`src/hdl/nst_pkg.sv`:
```
// shared types and codes for the named semaphore table
package nst_pkg;

  localparam int unsigned KEY_W  = 64;
  localparam int unsigned INIT_W = 16;
  localparam int unsigned PID_W  = 5;

  typedef enum logic [1:0] {
    REQ_CREATE  = 2'd0,
    REQ_DESTROY = 2'd1,
    REQ_WAIT    = 2'd2,
    REQ_POST    = 2'd3
  } req_t;

  typedef enum logic [1:0] {
    ST_DONE      = 2'd0,
    ST_EXISTS    = 2'd1,
    ST_FULL      = 2'd2,
    ST_NOT_FOUND = 2'd3
  } status_t;

  // controls from sequencer to key search unit
  typedef struct packed {
    logic start;
  } srch_ctl_t;

  typedef struct packed {
    logic busy;
    logic done;
    logic found;
  } srch_sts_t;

endpackage

```
`src/hdl/named_semaphore_table.sv`:
```
// named semaphore table: items on in_* are create, destroy, wait or post
// requests on a semaphore named by a 64-bit key; each item gives exactly one
// result item on out_*, both channels valid/ready.
// the block takes one item at a time: in_ready is low from acceptance until
// the result has been taken.
// the key search steps one slot per cycle through a single shared
// comparator over the key memory, stopping at the first hit; a miss
// searches all NUM_SLOTS slots. the next item can be accepted at the
// earliest in the cycle after the result is taken.
// a stalled receiver holds the result in the output register and keeps
// in_ready low until it is taken.
// reset (rst_n low, synchronous) empties the table: every slot free, the
// free list in slot order, counts zero and wait stacks empty. no clearing
// pass is needed, the block is ready on the first cycle after reset.
module named_semaphore_table #(
  parameter int unsigned NUM_SLOTS  = 16,
  parameter int unsigned NUM_PROCS  = 32,
  parameter int unsigned COUNT_BITS = 16
) (
  input  logic                        clk,
  input  logic                        rst_n,
  input  logic                        in_valid,
  output logic                        in_ready,
  input  logic [1:0]                  in_req_type,
  input  logic [nst_pkg::KEY_W-1:0]   in_name_key,
  input  logic [nst_pkg::INIT_W-1:0]  in_init_value,
  input  logic                        in_sem_kind,
  input  logic [nst_pkg::PID_W-1:0]   in_process_id,
  output logic                        out_valid,
  input  logic                        out_ready,
  output logic                        out_ok,
  output logic [1:0]                  out_status,
  output logic                        out_caller_blocked,
  output logic                        out_wake_valid,
  output logic [nst_pkg::PID_W-1:0]   out_wake_process
);
  import nst_pkg::*;

  localparam int unsigned SLOT_W = (NUM_SLOTS > 1) ? $clog2(NUM_SLOTS) : 1;
  localparam int unsigned PROC_W = (NUM_PROCS > 1) ? $clog2(NUM_PROCS) : 1;
  localparam logic [COUNT_BITS-1:0] CNT_MAX = '1;

  typedef enum logic [4:0] {
    S_IDLE   = 5'b00001,
    S_SEARCH = 5'b00010,
    S_READ   = 5'b00100,
    S_EXEC   = 5'b01000,
    S_OUT    = 5'b10000
  } state_t;

  state_t state_r, state_nxt;

  // request capture
  req_t              req_r;
  logic [KEY_W-1:0]  key_r;
  logic [COUNT_BITS-1:0] init_r;
  logic              kind_r;
  logic [PROC_W-1:0] pid_r;

  // per-slot flags with reset values
  logic [NUM_SLOTS-1:0] in_use_r, in_use_nxt;
  logic [NUM_SLOTS-1:0] wne_r, wne_nxt;
  logic [NUM_SLOTS-1:0] fnv_r, fnv_nxt;
  logic [NUM_SLOTS-1:0] cnt_wr_r, cnt_wr_nxt;   // count entry written since reset
  logic [NUM_SLOTS-1:0] fn_wr_r, fn_wr_nxt;     // free_next entry written
  logic [SLOT_W-1:0]    ftop_r, ftop_nxt;
  logic                 fne_r, fne_nxt;

  // memories
  logic [KEY_W-1:0]      key_mem  [NUM_SLOTS];
  logic [COUNT_BITS-1:0] cnt_mem  [NUM_SLOTS];
  logic                  gen_mem  [NUM_SLOTS];
  logic [PROC_W-1:0]     wtop_mem [NUM_SLOTS];
  logic [SLOT_W-1:0]     fn_mem   [NUM_SLOTS];
  logic [PROC_W-1:0]     link_mem [NUM_PROCS];
  logic                  lv_mem   [NUM_PROCS];

  logic [KEY_W-1:0]      rd_key;
  logic [SLOT_W-1:0]     srch_idx;
  logic [SLOT_W-1:0]     hit_idx;
  srch_ctl_t             sctl;
  srch_sts_t             ssts;

  // operand reads for the chosen slot
  logic [SLOT_W-1:0]     slot_r, slot_nxt;
  logic [COUNT_BITS-1:0] cnt_q;
  logic                  gen_q;
  logic [PROC_W-1:0]     wtop_q;
  logic [SLOT_W-1:0]     fn_q;
  logic [PROC_W-1:0]     link_q;
  logic                  lv_q;

  // output register
  logic                  ov_r, ov_nxt;
  logic                  ok_r, ok_nxt;
  status_t               st_r, st_nxt;
  logic                  blk_r, blk_nxt;
  logic                  wv_r, wv_nxt;
  logic [PID_W-1:0]      wp_r, wp_nxt;

  // write strobes
  logic                  key_we, cnt_we, gen_we, wtop_we, fn_we, link_we;
  logic [COUNT_BITS-1:0] cnt_wd;
  logic [PROC_W-1:0]     wtop_wd;
  logic [COUNT_BITS-1:0] cnt_eff;
  logic [SLOT_W-1:0]     fn_eff;

  logic                  accept;
  assign accept   = in_valid && in_ready;
  assign in_ready = (state_r == S_IDLE);

  // process ids wrap at NUM_PROCS through a fixed lookup
  function automatic logic [PROC_W-1:0] pid_wrap(input logic [PID_W-1:0] p);
    logic [PROC_W-1:0] w;
    w = '0;
    for (int i = 0; i < (1 << PID_W); i++) begin
      if (p == PID_W'(i)) begin
        w = PROC_W'(i % NUM_PROCS);
      end
    end
    return w;
  endfunction

  always_ff @(posedge clk) begin
    if (accept) begin
      req_r  <= req_t'(in_req_type);
      key_r  <= in_name_key;
      kind_r <= in_sem_kind;
      pid_r  <= pid_wrap(in_process_id);
      if (INIT_W > COUNT_BITS && (in_init_value >> COUNT_BITS) != '0) begin
        init_r <= CNT_MAX;
      end else begin
        init_r <= COUNT_BITS'(in_init_value);
      end
    end
  end

  // key memory read address is the search unit's next index
  always_ff @(posedge clk) begin
    rd_key <= key_mem[srch_idx];
  end

  assign sctl.start = accept;

  nst_search #(.NUM_SLOTS(NUM_SLOTS), .SLOT_W(SLOT_W)) u_search (
    .clk     (clk),
    .rst_n   (rst_n),
    .ctl     (sctl),
    .key     (key_r),
    .in_use  (in_use_r),
    .rd_idx  (srch_idx),
    .rd_key  (rd_key),
    .sts     (ssts),
    .hit_idx (hit_idx)
  );

  // registered operand reads
  always_ff @(posedge clk) begin
    cnt_q  <= cnt_mem[slot_nxt];
    gen_q  <= gen_mem[slot_nxt];
    wtop_q <= wtop_mem[slot_nxt];
    fn_q   <= fn_mem[slot_nxt];
  end
  // wait stack top is known in S_READ, its link arrives for S_EXEC
  always_ff @(posedge clk) begin
    link_q <= link_mem[wtop_q];
    lv_q   <= lv_mem[wtop_q];
  end

  assign cnt_eff = cnt_wr_r[slot_r] ? cnt_q : '0;
  assign fn_eff  = fn_wr_r[slot_r] ? fn_q :
                   ((slot_r == SLOT_W'(NUM_SLOTS - 1)) ? '0 : slot_r + 1'b1);

  always_comb begin
    state_nxt  = state_r;
    slot_nxt   = slot_r;
    in_use_nxt = in_use_r;
    wne_nxt    = wne_r;
    fnv_nxt    = fnv_r;
    cnt_wr_nxt = cnt_wr_r;
    fn_wr_nxt  = fn_wr_r;
    ftop_nxt   = ftop_r;
    fne_nxt    = fne_r;
    ov_nxt     = ov_r;
    ok_nxt     = ok_r;
    st_nxt     = st_r;
    blk_nxt    = blk_r;
    wv_nxt     = wv_r;
    wp_nxt     = wp_r;
    key_we     = 1'b0;
    cnt_we     = 1'b0;
    gen_we     = 1'b0;
    wtop_we    = 1'b0;
    fn_we      = 1'b0;
    link_we    = 1'b0;
    cnt_wd     = cnt_eff;
    wtop_wd    = pid_r;
    case (state_r)
      S_IDLE: begin
        if (accept) begin
          state_nxt = S_SEARCH;
        end
      end
      S_SEARCH: begin
        if (ssts.done) begin
          slot_nxt  = ssts.found ? hit_idx : ftop_r;
          state_nxt = S_READ;
        end
      end
      S_READ: begin
        // the slot's operands are already read; the wait stack link arrives for S_EXEC
        state_nxt = S_EXEC;
      end
      S_EXEC: begin
        ok_nxt  = 1'b0;
        st_nxt  = ST_DONE;
        blk_nxt = 1'b0;
        wv_nxt  = 1'b0;
        wp_nxt  = '0;
        if (req_r == REQ_CREATE) begin
          if (ssts.found) begin
            st_nxt = ST_EXISTS;
          end else if (!fne_r) begin
            st_nxt = ST_FULL;
          end else begin
            in_use_nxt[slot_r] = 1'b1;
            wne_nxt[slot_r]    = 1'b0;
            key_we             = 1'b1;
            gen_we             = 1'b1;
            cnt_we             = 1'b1;
            cnt_wd             = init_r;
            fne_nxt            = fnv_r[slot_r];
            ftop_nxt           = fn_eff;
            ok_nxt             = 1'b1;
          end
        end else if (!ssts.found) begin
          st_nxt = ST_NOT_FOUND;
        end else if (req_r == REQ_DESTROY) begin
          in_use_nxt[slot_r] = 1'b0;
          wne_nxt[slot_r]    = 1'b0;
          fn_we              = 1'b1;
          fnv_nxt[slot_r]    = fne_r;
          ftop_nxt           = slot_r;
          fne_nxt            = 1'b1;
          ok_nxt             = 1'b1;
        end else if (req_r == REQ_WAIT) begin
          if (cnt_eff != '0) begin
            cnt_we = 1'b1;
            cnt_wd = cnt_eff - 1'b1;
          end else begin
            link_we         = 1'b1;
            wtop_we         = 1'b1;
            wtop_wd         = pid_r;
            wne_nxt[slot_r] = 1'b1;
            blk_nxt         = 1'b1;
          end
          ok_nxt = 1'b1;
        end else begin
          if (cnt_eff != '0) begin
            if (gen_q && cnt_eff != CNT_MAX) begin
              cnt_we = 1'b1;
              cnt_wd = cnt_eff + 1'b1;
            end
          end else if (wne_r[slot_r]) begin
            wv_nxt          = 1'b1;
            wp_nxt          = PID_W'(wtop_q);
            wtop_we         = 1'b1;
            wtop_wd         = link_q;
            wne_nxt[slot_r] = lv_q;
          end else if (cnt_eff != CNT_MAX) begin
            cnt_we = 1'b1;
            cnt_wd = cnt_eff + 1'b1;
          end
          ok_nxt = 1'b1;
        end
        if (cnt_we) begin
          cnt_wr_nxt[slot_r] = 1'b1;
        end
        if (fn_we) begin
          fn_wr_nxt[slot_r] = 1'b1;
        end
        ov_nxt    = 1'b1;
        state_nxt = S_OUT;
      end
      S_OUT: begin
        if (out_ready) begin
          ov_nxt    = 1'b0;
          state_nxt = S_IDLE;
        end
      end
      default: begin
        state_nxt = S_IDLE;
      end
    endcase
  end

  always_ff @(posedge clk) begin
    if (!rst_n) begin
      state_r  <= S_IDLE;
      in_use_r <= '0;
      wne_r    <= '0;
      fnv_r    <= {1'b0, {(NUM_SLOTS-1){1'b1}}};
      cnt_wr_r <= '0;
      fn_wr_r  <= '0;
      ftop_r   <= '0;
      fne_r    <= 1'b1;
      ov_r     <= 1'b0;
    end else begin
      state_r  <= state_nxt;
      in_use_r <= in_use_nxt;
      wne_r    <= wne_nxt;
      fnv_r    <= fnv_nxt;
      cnt_wr_r <= cnt_wr_nxt;
      fn_wr_r  <= fn_wr_nxt;
      ftop_r   <= ftop_nxt;
      fne_r    <= fne_nxt;
      ov_r     <= ov_nxt;
    end
  end

  always_ff @(posedge clk) begin
    slot_r <= slot_nxt;
    ok_r   <= ok_nxt;
    st_r   <= st_nxt;
    blk_r  <= blk_nxt;
    wv_r   <= wv_nxt;
    wp_r   <= wp_nxt;
  end

  always_ff @(posedge clk) begin
    if (key_we) begin
      key_mem[slot_r] <= key_r;
    end
    if (gen_we) begin
      gen_mem[slot_r] <= kind_r;
    end
    if (cnt_we) begin
      cnt_mem[slot_r] <= cnt_wd;
    end
    if (wtop_we) begin
      wtop_mem[slot_r] <= wtop_wd;
    end
    if (fn_we) begin
      fn_mem[slot_r] <= ftop_r;
    end
    if (link_we) begin
      link_mem[pid_r] <= wtop_q;
      lv_mem[pid_r]   <= wne_r[slot_r];
    end
  end

  assign out_valid          = ov_r;
  assign out_ok             = ok_r;
  assign out_status         = st_r;
  assign out_caller_blocked = blk_r;
  assign out_wake_valid     = wv_r;
  assign out_wake_process   = wp_r;

`ifndef SYNTH
  a_one_item: assert property (@(posedge clk) disable iff (!rst_n)
    out_valid |-> !in_ready)
    else $error("input taken while result pending");
  a_ok_status: assert property (@(posedge clk) disable iff (!rst_n)
    out_valid |-> (out_ok == (out_status == ST_DONE)))
    else $error("ok and status disagree");
  a_flags: assert property (@(posedge clk) disable iff (!rst_n)
    out_valid |-> !(out_caller_blocked && out_wake_valid))
    else $error("blocked and wake together");
  a_full: assert property (@(posedge clk) disable iff (!rst_n)
    !fne_r |-> (in_use_r == '1))
    else $error("free list empty with a free slot");
`endif

endmodule

```
`src/hdl/nst_search.sv`:
```
// key search unit: one shared 64-bit comparator stepping over the slots
module nst_search #(
  parameter int unsigned NUM_SLOTS = 16,
  parameter int unsigned SLOT_W    = 4
) (
  input  logic                     clk,
  input  logic                     rst_n,
  input  nst_pkg::srch_ctl_t       ctl,
  input  logic [nst_pkg::KEY_W-1:0] key,
  input  logic [NUM_SLOTS-1:0]     in_use,
  output logic [SLOT_W-1:0]        rd_idx,
  input  logic [nst_pkg::KEY_W-1:0] rd_key,
  output nst_pkg::srch_sts_t       sts,
  output logic [SLOT_W-1:0]        hit_idx
);
  import nst_pkg::*;

  logic              busy_r, busy_nxt;
  logic              done_r, done_nxt;
  logic              found_r, found_nxt;
  logic [SLOT_W-1:0] idx_r, idx_nxt;
  logic [SLOT_W-1:0] hit_r, hit_nxt;
  logic              match;
  logic              last;

  // the key store is read at idx_nxt through a register, so rd_key belongs to idx_r
  assign rd_idx = idx_nxt;
  assign match  = in_use[idx_r] && (rd_key == key);
  assign last   = (idx_r == SLOT_W'(NUM_SLOTS - 1));

  always_comb begin
    busy_nxt  = busy_r;
    done_nxt  = 1'b0;
    found_nxt = found_r;
    idx_nxt   = idx_r;
    hit_nxt   = hit_r;
    if (ctl.start) begin
      busy_nxt  = 1'b1;
      found_nxt = 1'b0;
      idx_nxt   = '0;
    end else if (busy_r) begin
      // lowest matching slot wins, so stop at the first hit
      if (match) begin
        found_nxt = 1'b1;
        hit_nxt   = idx_r;
        busy_nxt  = 1'b0;
        done_nxt  = 1'b1;
      end else if (last) begin
        busy_nxt  = 1'b0;
        done_nxt  = 1'b1;
      end else begin
        idx_nxt = idx_r + 1'b1;
      end
    end
  end

  always_ff @(posedge clk) begin
    if (!rst_n) begin
      busy_r  <= 1'b0;
      done_r  <= 1'b0;
      found_r <= 1'b0;
      idx_r   <= '0;
    end else begin
      busy_r  <= busy_nxt;
      done_r  <= done_nxt;
      found_r <= found_nxt;
      idx_r   <= idx_nxt;
    end
  end

  always_ff @(posedge clk) begin
    hit_r <= hit_nxt;
  end

  assign sts.busy  = busy_r;
  assign sts.done  = done_r;
  assign sts.found = found_r;
  assign hit_idx   = hit_r;

`ifndef SYNTH
  a_start_idle: assert property (@(posedge clk) disable iff (!rst_n)
    ctl.start |-> !busy_r)
    else $error("search started while busy");
  a_done_pulse: assert property (@(posedge clk) disable iff (!rst_n)
    done_r |=> !done_r)
    else $error("search done held");
  a_done_after_busy: assert property (@(posedge clk) disable iff (!rst_n)
    done_r |-> $past(busy_r))
    else $error("done without search");
`endif

endmodule
```
`config.mk`:
```
export PLATFORM = sky130hd
export DESIGN_NAME = named_semaphore_table
export DESIGN_NICKNAME = d
export VERILOG_FILES = /design/src/hdl/nst_pkg.sv /design/src/hdl/named_semaphore_table.sv /design/src/hdl/nst_search.sv
export SDC_FILE = /design/constraint.sdc
export NUM_CORES = 2
export LEC_CHECK = 0
export BUFFER_PORTS_ARGS = -buffer_cell sky130_fd_sc_hd__buf_2
export CAP_MARGIN = 20
export CELL_PAD_IN_SITES_DETAIL_PLACEMENT = 1
export CELL_PAD_IN_SITES_GLOBAL_PLACEMENT = 1
export CORE_ASPECT_RATIO = 1.1
export CORE_MARGIN = 2
export CORE_UTILIZATION = 50
export CTS_CLUSTER_DIAMETER = 120
export CTS_CLUSTER_SIZE = 24
export DETAILED_ROUTE_END_ITERATION = 16
export MAX_ROUTING_LAYER = met4
export PLACE_DENSITY = 0.8
export SLEW_MARGIN = 20
export SYNTH_ARGS = -nofsm -noshare
export SYNTH_HDL_FRONTEND = slang
export SYNTH_SLANG_ARGS = --single-unit
```
`constraint.sdc`:
```
create_clock -name clk -period 10.6 [get_ports clk]
set_clock_uncertainty 0.1 [all_clocks]
set_input_delay 0 -clock clk [delete_from_list [all_inputs] [get_ports clk]]
set_output_delay 0 -clock clk [all_outputs]
set_load 0.01 [all_outputs]
```
# After elaboration in Yosys (flattened, before gate mapping)
# Memory sizes are Yosys's and may differ from the RTL's. A register that Yosys moved wholly into a read port is not among the register bits.
# Cells that the tools add are included.
# Widths: inputs -> output; s select.
# totals
ff_bits,204
mem_bits_rw,1632
inputBits,92
output_inout_bits,12
elab_cells,290
n_memories,7
# memory_table
memory,words,word_bits,read_ports,rd_ports_with_merged_regs,write_ports,line_no,text
key_mem,16,64,1,1,1,named_semaphore_table.sv:70,logic [KEY_W-1:0] key_mem [NUM_SLOTS];
cnt_mem,16,16,1,1,1,named_semaphore_table.sv:71,logic [COUNT_BITS-1:0] cnt_mem [NUM_SLOTS];
link_mem,32,5,1,1,1,named_semaphore_table.sv:75,logic [PROC_W-1:0] link_mem [NUM_PROCS];
wtop_mem,16,5,1,1,1,named_semaphore_table.sv:73,logic [PROC_W-1:0] wtop_mem [NUM_SLOTS];
fn_mem,16,4,1,1,1,named_semaphore_table.sv:74,logic [SLOT_W-1:0] fn_mem [NUM_SLOTS];
lv_mem,32,1,1,1,1,named_semaphore_table.sv:76,logic lv_mem [NUM_PROCS];
+1 memories,--,--,--,--,--,--,
# classes
addsub,4
order_cmp,3
eq_ne,47
n_mux,158
bitwise_logic,13
reduce_logical,29
# op_table
cell,n
$mux 16,27
$mux 5,24
$mux 4,22
$eq 5x5->1 const B,17
$mux 1,65
$eq 64x64->1,1
$or 16x16->16,4
$eq 5x4->1 const B,9
$and 16x16->16,2
$bwmux 16,2
$eq 5x3->1 const B,5
$pmux 5 s5,1
$bmux 1 s4,5
$add 16x1->16 const B,1
$ne 16x16->1 const B,1
$not 16->16,1
$reduce_bool 16->1,1
$reduce_or 16->1,1
$sub 16x1->16 const B,1
$eq 5x2->1 const B,3
$mux 2,6
$mux 3,4
$eq 5x1->1 const B,2
$lt 4x5->1 const B,2
25 further kinds,47

# Logic depth before layout (Yosys ltp)
# logic_depth
word_depth,31
ltp_mapped,19
depth_no_buf,14

# Cells and area by module
# A second synthesis with hierarchy kept.
# hier_totals
cells_unflattened,3727
area_unflattened_um2,74592.8
# by_module_without_submodules
module,instances,cells_per_inst,area_each_um2,seq_area_each_um2
named_semaphore_table,1,3580,73229.0,55773.5
nst_search,1,147,1363.8,260.2

# Worst setup path after synthesis
# OpenSTA, ideal clock, no wires.
# synth_timing
kind,flip-flop to flip-flop
from,register slot_r[1]
to,memory cnt_mem[0][2] (data pin)
arrival_ns,4.493
t_required_ns,10.152
slack_ns,5.659
stages_incl_launch_ff,19
n_path_buf,4
synth_period_minus_slack_ns,4.941
path_cell_list,dfxtp_1 > clkbuf_1 > mux4_2 > mux4_2 > buf_6 > clkbuf_1 > clkbuf_1 > nand2_1 > inv_1 > ha_1 > nand2_1 > nor4b_1 > nand2_1 > o21ai_1 > mux2i_4 > a41oi_1 > mux2i_1 > nor2_1 > a221oi_1
# synth_between
elab_chain_len,12
elab_cells_between_ends,22
classes_between,2 x add/sub; 1 x eq/ne; 17 x mux; 2 x reduce/logical
# synth_lines
element,line_no,text
start: declaration,named_semaphore_table.sv:85,"logic [SLOT_W-1:0] slot_r, slot_nxt;"
start signal: assignment,named_semaphore_table.sv:322,slot_r <= slot_nxt;
$bmux 1 s4,named_semaphore_table.sv:170,assign cnt_eff = cnt_wr_r[slot_r] ? cnt_q : '0;
$mux 1 (implied by the code),named_semaphore_table.sv:170,
$mux 16,named_semaphore_table.sv:170,
$add 16x1->16 / $ne 16x16->1 (equally long branches),--,
$mux 16 / $logic_and 1x1->1 (equally long branches),"named_semaphore_table.sv:270, named_semaphore_table.sv:260",
$mux 16 (on tied branches),"named_semaphore_table.sv:264, named_semaphore_table.sv:260",
$mux 16,named_semaphore_table.sv:259,if (cnt_eff != '0) begin
$mux 16,named_semaphore_table.sv:246,end else if (req_r == REQ_WAIT) begin
$mux 16,named_semaphore_table.sv:238,end else if (req_r == REQ_DESTROY) begin
$mux 16,named_semaphore_table.sv:236,end else if (!ssts.found) begin
$mux 16,named_semaphore_table.sv:220,if (req_r == REQ_CREATE) begin
$mux 16 *,named_semaphore_table.sv:198,case (state_r)
via cnt_wd[2],named_semaphore_table.sv:103,logic [COUNT_BITS-1:0] cnt_wd;
end: declaration,named_semaphore_table.sv:71,
# Mark *: on every way through the listed nets, which the timed path passes. The rest lies on a longest branch. The select of a mux whose other input is x is not followed.

# Worst setup path after layout
# layout_timing
from,register key_r[24]
to,"register rd_key[52], read port of key_mem"
# layout_between
elab_chain_len,5
# layout_lines
element,line_no,text
start: declaration,named_semaphore_table.sv:55,logic [KEY_W-1:0] key_r;
start signal: assignment,named_semaphore_table.sv:127,key_r <= in_name_key;
$eq 64x64->1,nst_search.sv:28,assign match = in_use[idx_r] && (rd_key == key);
$logic_and 1x1->1,nst_search.sv:28,
$mux 4,nst_search.sv:43,if (match) begin
$mux 4,nst_search.sv:41,end else if (busy_r) begin
$mux 4,nst_search.sv:37,if (ctl.start) begin
end: declaration,named_semaphore_table.sv:78,logic [KEY_W-1:0] rd_key;
# Every way passes these cells.
# A chain may end at the register's enable or synchronous reset.

==> impl_metrics.yaml <==
outcome:
  run_status: "completed"
setup_path:
  worst_ep_arrival_time_ns: 6.81
  cp_num_buf_inv: 2
  path_cells: "xor2_1, nor4_1, nand4_1, nor4_4, a21oi_1, and4_1, nor3_4, buf_8, buf_4, o22ai_1, or4_1"
  setup.reg_to_reg.worst_slack_ns: 4.28
  cp_num_cells: 11
  critical_path.top_delay_family: "simple AND/OR/NAND/NOR gates"
  r2r_end: "rd_key[52]"
  critPathRequiredTime_ns: 11.09
  beginning_of_the_critical_path: "key_r[24]"
  worstSetupStartpointType: "register"
  critPathMaxFanout: 48
  cpPeakStageDelay_ns: 1.00
  cell_with_the_largest_stage_delay_on_the_worst_path: "sky130_fd_sc_hd__nor4_1"
  r2r_cells: 11
  type_of_the_worst_setup_path: "register to register"
  cp-endpoint: "rd_key[52]"
  reg2reg_from: "key_r[24]"
  cp-end-kind: "register"
logic_synthesis:
  yosys_most_used_dff: "sky130_fd_sc_hd__edfxtp_1"
  synth_top_cells_by_area: "sky130_fd_sc_hd__edfxtp_1, sky130_fd_sc_hd__mux2i_1, sky130_fd_sc_hd__mux4_2"
  synth_top_area_cell: "sky130_fd_sc_hd__edfxtp_1"
  synth.cells.most_frequent: "sky130_fd_sc_hd__edfxtp_1, sky130_fd_sc_hd__mux2i_1, sky130_fd_sc_hd__o22ai_1"
  ys_ff_latch: 1932
  yosys.cell_count.top_type: "sky130_fd_sc_hd__edfxtp_1"
  synth_edf_count: 1734
  post_synth.cell_area_avg_um2: 17.37
  synth_seq_area_share_pct: 74.92
  post_synth_cell_types: 78
  synthesis.area_mm2: 0.07480
  postSynth.asyncResetShare_pct: 0
  synth.yosys.warnings: 0
  postSynthCellCount: 4306
  synth_largest_type_area_fraction_pct: 69.62
  synthesized_netlist_net_count: 4409
power_and_ir_drop:
  power_frac_comb_pct: 9.0
  switching_share_pct: 24.78
  power_frac_clock_pct: 28.3
  intPower_mw: 10.90
  power.density_cell_area_mw_per_mm2: 175.9
  overall_power_of_the_completed_layout_mw: 14.49
  power.ir.vdd_worst_v: 0.0002095
  power_switching_mw: 3.590
  seq_power_share_pct: 62.6
  power.static_leakage_nw: 24.65
floorplanning:
  floorplan.rows: 148
  placeableCoreArea_mm2: 0.1483
  dieWidth_um: 372.8
  floorplan.die_area_mm2: 0.1527
  top_level_ports: 104
  die_h_um: 409.6
  initial_utilization_pct: 50.43
place:
  dp_worst_setup_slack_ns: 4.363
  weighted_congestion_at_the_end_of_routability_driven_global_placement: 0.8629
  place.port_buffers: 103
  placed_area_mm2: 0.07771
  dp.final_hpwl_mm: 111.2
routing:
  number_of_drc_markers_in_iteration_0: 4224
  drc: 0
  avgRoutedWirePerCell_um: 30.24
  via_density_per_instance: 6.256
  drt_wl_total_mm: 198.0
  detail_route.first_pass.iterations: 6
  antenna_violating_nets_post_route: 0
  detailroute.via_count: 40970
worst_hold_path:
  timing.hold.worst.class: "input port to register"
  min-delay-start: "out_ready"
timing:
  layout_min_cycle_time_ns: 6.317
  final-hold-violation-count: 0
  timing_max_transition_violations_final: 0
  setup_viol: 0
  fin_tns_setup_ns: 0
  final.setup.worst_slack_ns: 4.283
  max_slew.worst_pin.slew_ns: 1.229
  period_share_pct: 59.59
  maxClockFrequency_mhz: 158.3
  rsz0062_at_grt: "no"
  max_slew_margin_pct: 18.05
finish:
  finish.utilization_pct: 55.54
  final_area_mm2: 0.08239
  synthToLayoutAreaGrowth_pct: 10.15
  post_route_cells_drive_above_1_share_pct: 12.12
  layout.nets: 4633
grt:
  groute.usage.overall_pct: 26.65
  grt-ovfl-total: 0
  grt_pass1_vias: 43860
  antenna_found_initial: 1
  first_pass_grt_wire_length_mm: 293.7
  grt_max_degree: 155
clocking:
  htree_num_levels: 3
  worst_setup_hold_path_clk_slew_ns: 0.10
  worstSkewPairLatency_ns: 0.79
  tritoncts.num_buffers: 92
  max-clock-path-buffers: 3
  post-cts-setup-buffer-count: 0
  cts.sinks: 1932
  clockRootBuffer: "sky130_fd_sc_hd__clkbuf_16"
  cts_tree: "yes"
flow_run:
  cap_violations: 0
metal layers:
metal  GRT usage [%]  vias to the layer above  wire (um)
li1                -                    17420          -
met1           33.17                    21510      76750
met2           45.86                     1661     102900
met3           3.056                      373      12200
met4           8.502                        0       6190
met5               -                        -          0
metrics by stage:
| step | hold slack [ns] | instances |
|---|---|---|
| 2_1_floorplan | -0.001131 | 4306 |
| 3_3_place_gp | 0.07740 | 6202 |
| 3_5_place_dp | 0.07871 | 6203 |
| 4_1_cts | 0.1457 | 6545 |
| 5_1_grt | 0.2230 | 6548 |
| 6_report | 0.1925 | 6548 |
worst min-delay path: stages:
cell and delay, ns:
sky130_fd_sc_hd__dlygate4sd3_1 0.59, sky130_fd_sc_hd__buf_2 0.15, sky130_fd_sc_hd__inv_1 0.04, sky130_fd_sc_hd__o21ai_0 0.13, sky130_fd_sc_hd__a21boi_0 0.08
cell type report:
type | count | area [um^2]
fillers | 13310 | 65940
inverters | 30 | 117.6
clock buffers | 150 | 2584
flip-flops and latches | 1932 | 56040
multi-input cells | 2096 | 17890
repair buffers | 378 | 3110
clock inverters | 11 | 206.4
well taps | 1950 | 2440
diodes | 1 | 2.502
repair_timing:
action | CTS | global route
resized for setup | 0 | 0
hold buffers | 181 | 0
hold endpoints to repair | 185 | 0
placed cells by master, fill, tap and decap left out, types with 30 or more instances in the layout:
master	synthesis	routed
sky130_fd_sc_hd__xor2_1	67	67
sky130_fd_sc_hd__nand3_1	47	43
sky130_fd_sc_hd__dfxtp_1	198	196
sky130_fd_sc_hd__o22ai_1	266	266
sky130_fd_sc_hd__edfxtp_1	1734	1734
sky130_fd_sc_hd__clkbuf_16	0	95
sky130_fd_sc_hd__dlygate4sd3_1	0	181
sky130_fd_sc_hd__mux4_2	181	181
sky130_fd_sc_hd__nor2_1	191	159
sky130_fd_sc_hd__o21ai_0	77	77
sky130_fd_sc_hd__or4_1	72	72
sky130_fd_sc_hd__o21a_1	41	40
sky130_fd_sc_hd__clkbuf_1	130	55
sky130_fd_sc_hd__nand2_1	251	251
sky130_fd_sc_hd__mux2i_1	532	531
sky130_fd_sc_hd__and3_1	30	30
sky130_fd_sc_hd__buf_4	0	88
sky130_fd_sc_hd__a21oi_1	50	46
sky130_fd_sc_hd__buf_2	93	103
logic make-up (layout without fill, tap and decap cells):
group	Yosys count	after routing	share of synthesized area [%]
compound gates	560	560	4.811
xor+xnor	73	73	0.8548
fa+ha+maj	11	11	0.1840
buf+inv	278	569	1.571
flops	1932	1932	74.92
mux	727	727	12.94
other cells	0	1	0
simple gates	725	725	4.727
worst min path at each step:
| stage | cells past startpoint | endpoint | slack, ns |
|---|---|---|---|
| floorplan | 0 | init_r[0] | -0.001 |
| global placement | 1 | key_r[22] | 0.08 |
| detailed placement | 1 | key_r[3] | 0.08 |
| CTS | 5 | out_valid | 0.15 |
| global route | 4 | state_r[0] | 0.22 |
| finish | 5 | out_valid | 0.19 |
power groups by stage:
stage / Clock (mW) / Sequential [mW] / Combinational, mW
floorplan: 0 / 9.09 / 0.769
global placement: 0 / 9.20 / 1.18
detailed placement: 0 / 9.24 / 1.23
CTS: 4.14 / 9.07 / 1.29
global route: 4.37 / 9.12 / 1.38
finish: 4.10 / 9.07 / 1.31
state kept, by name, indices dropped and copies added (netlist names), 5 cells and up, named ones only:
signal            flops
cnt_q                16
link_mem            160
fn_wr_r              16
init_r               16
key_r                64
cnt_mem             256
cnt_wr_r             16
state_r               5
out_wake_process      5
pid_r                 5
fnv_r                16
gen_mem              16
wtop_q                5
lv_mem               32
key_mem            1024
wtop_mem             80
fn_mem               64
wne_r                16
link_q                5
rd_key               64
(Power assumes the default switching activity.)
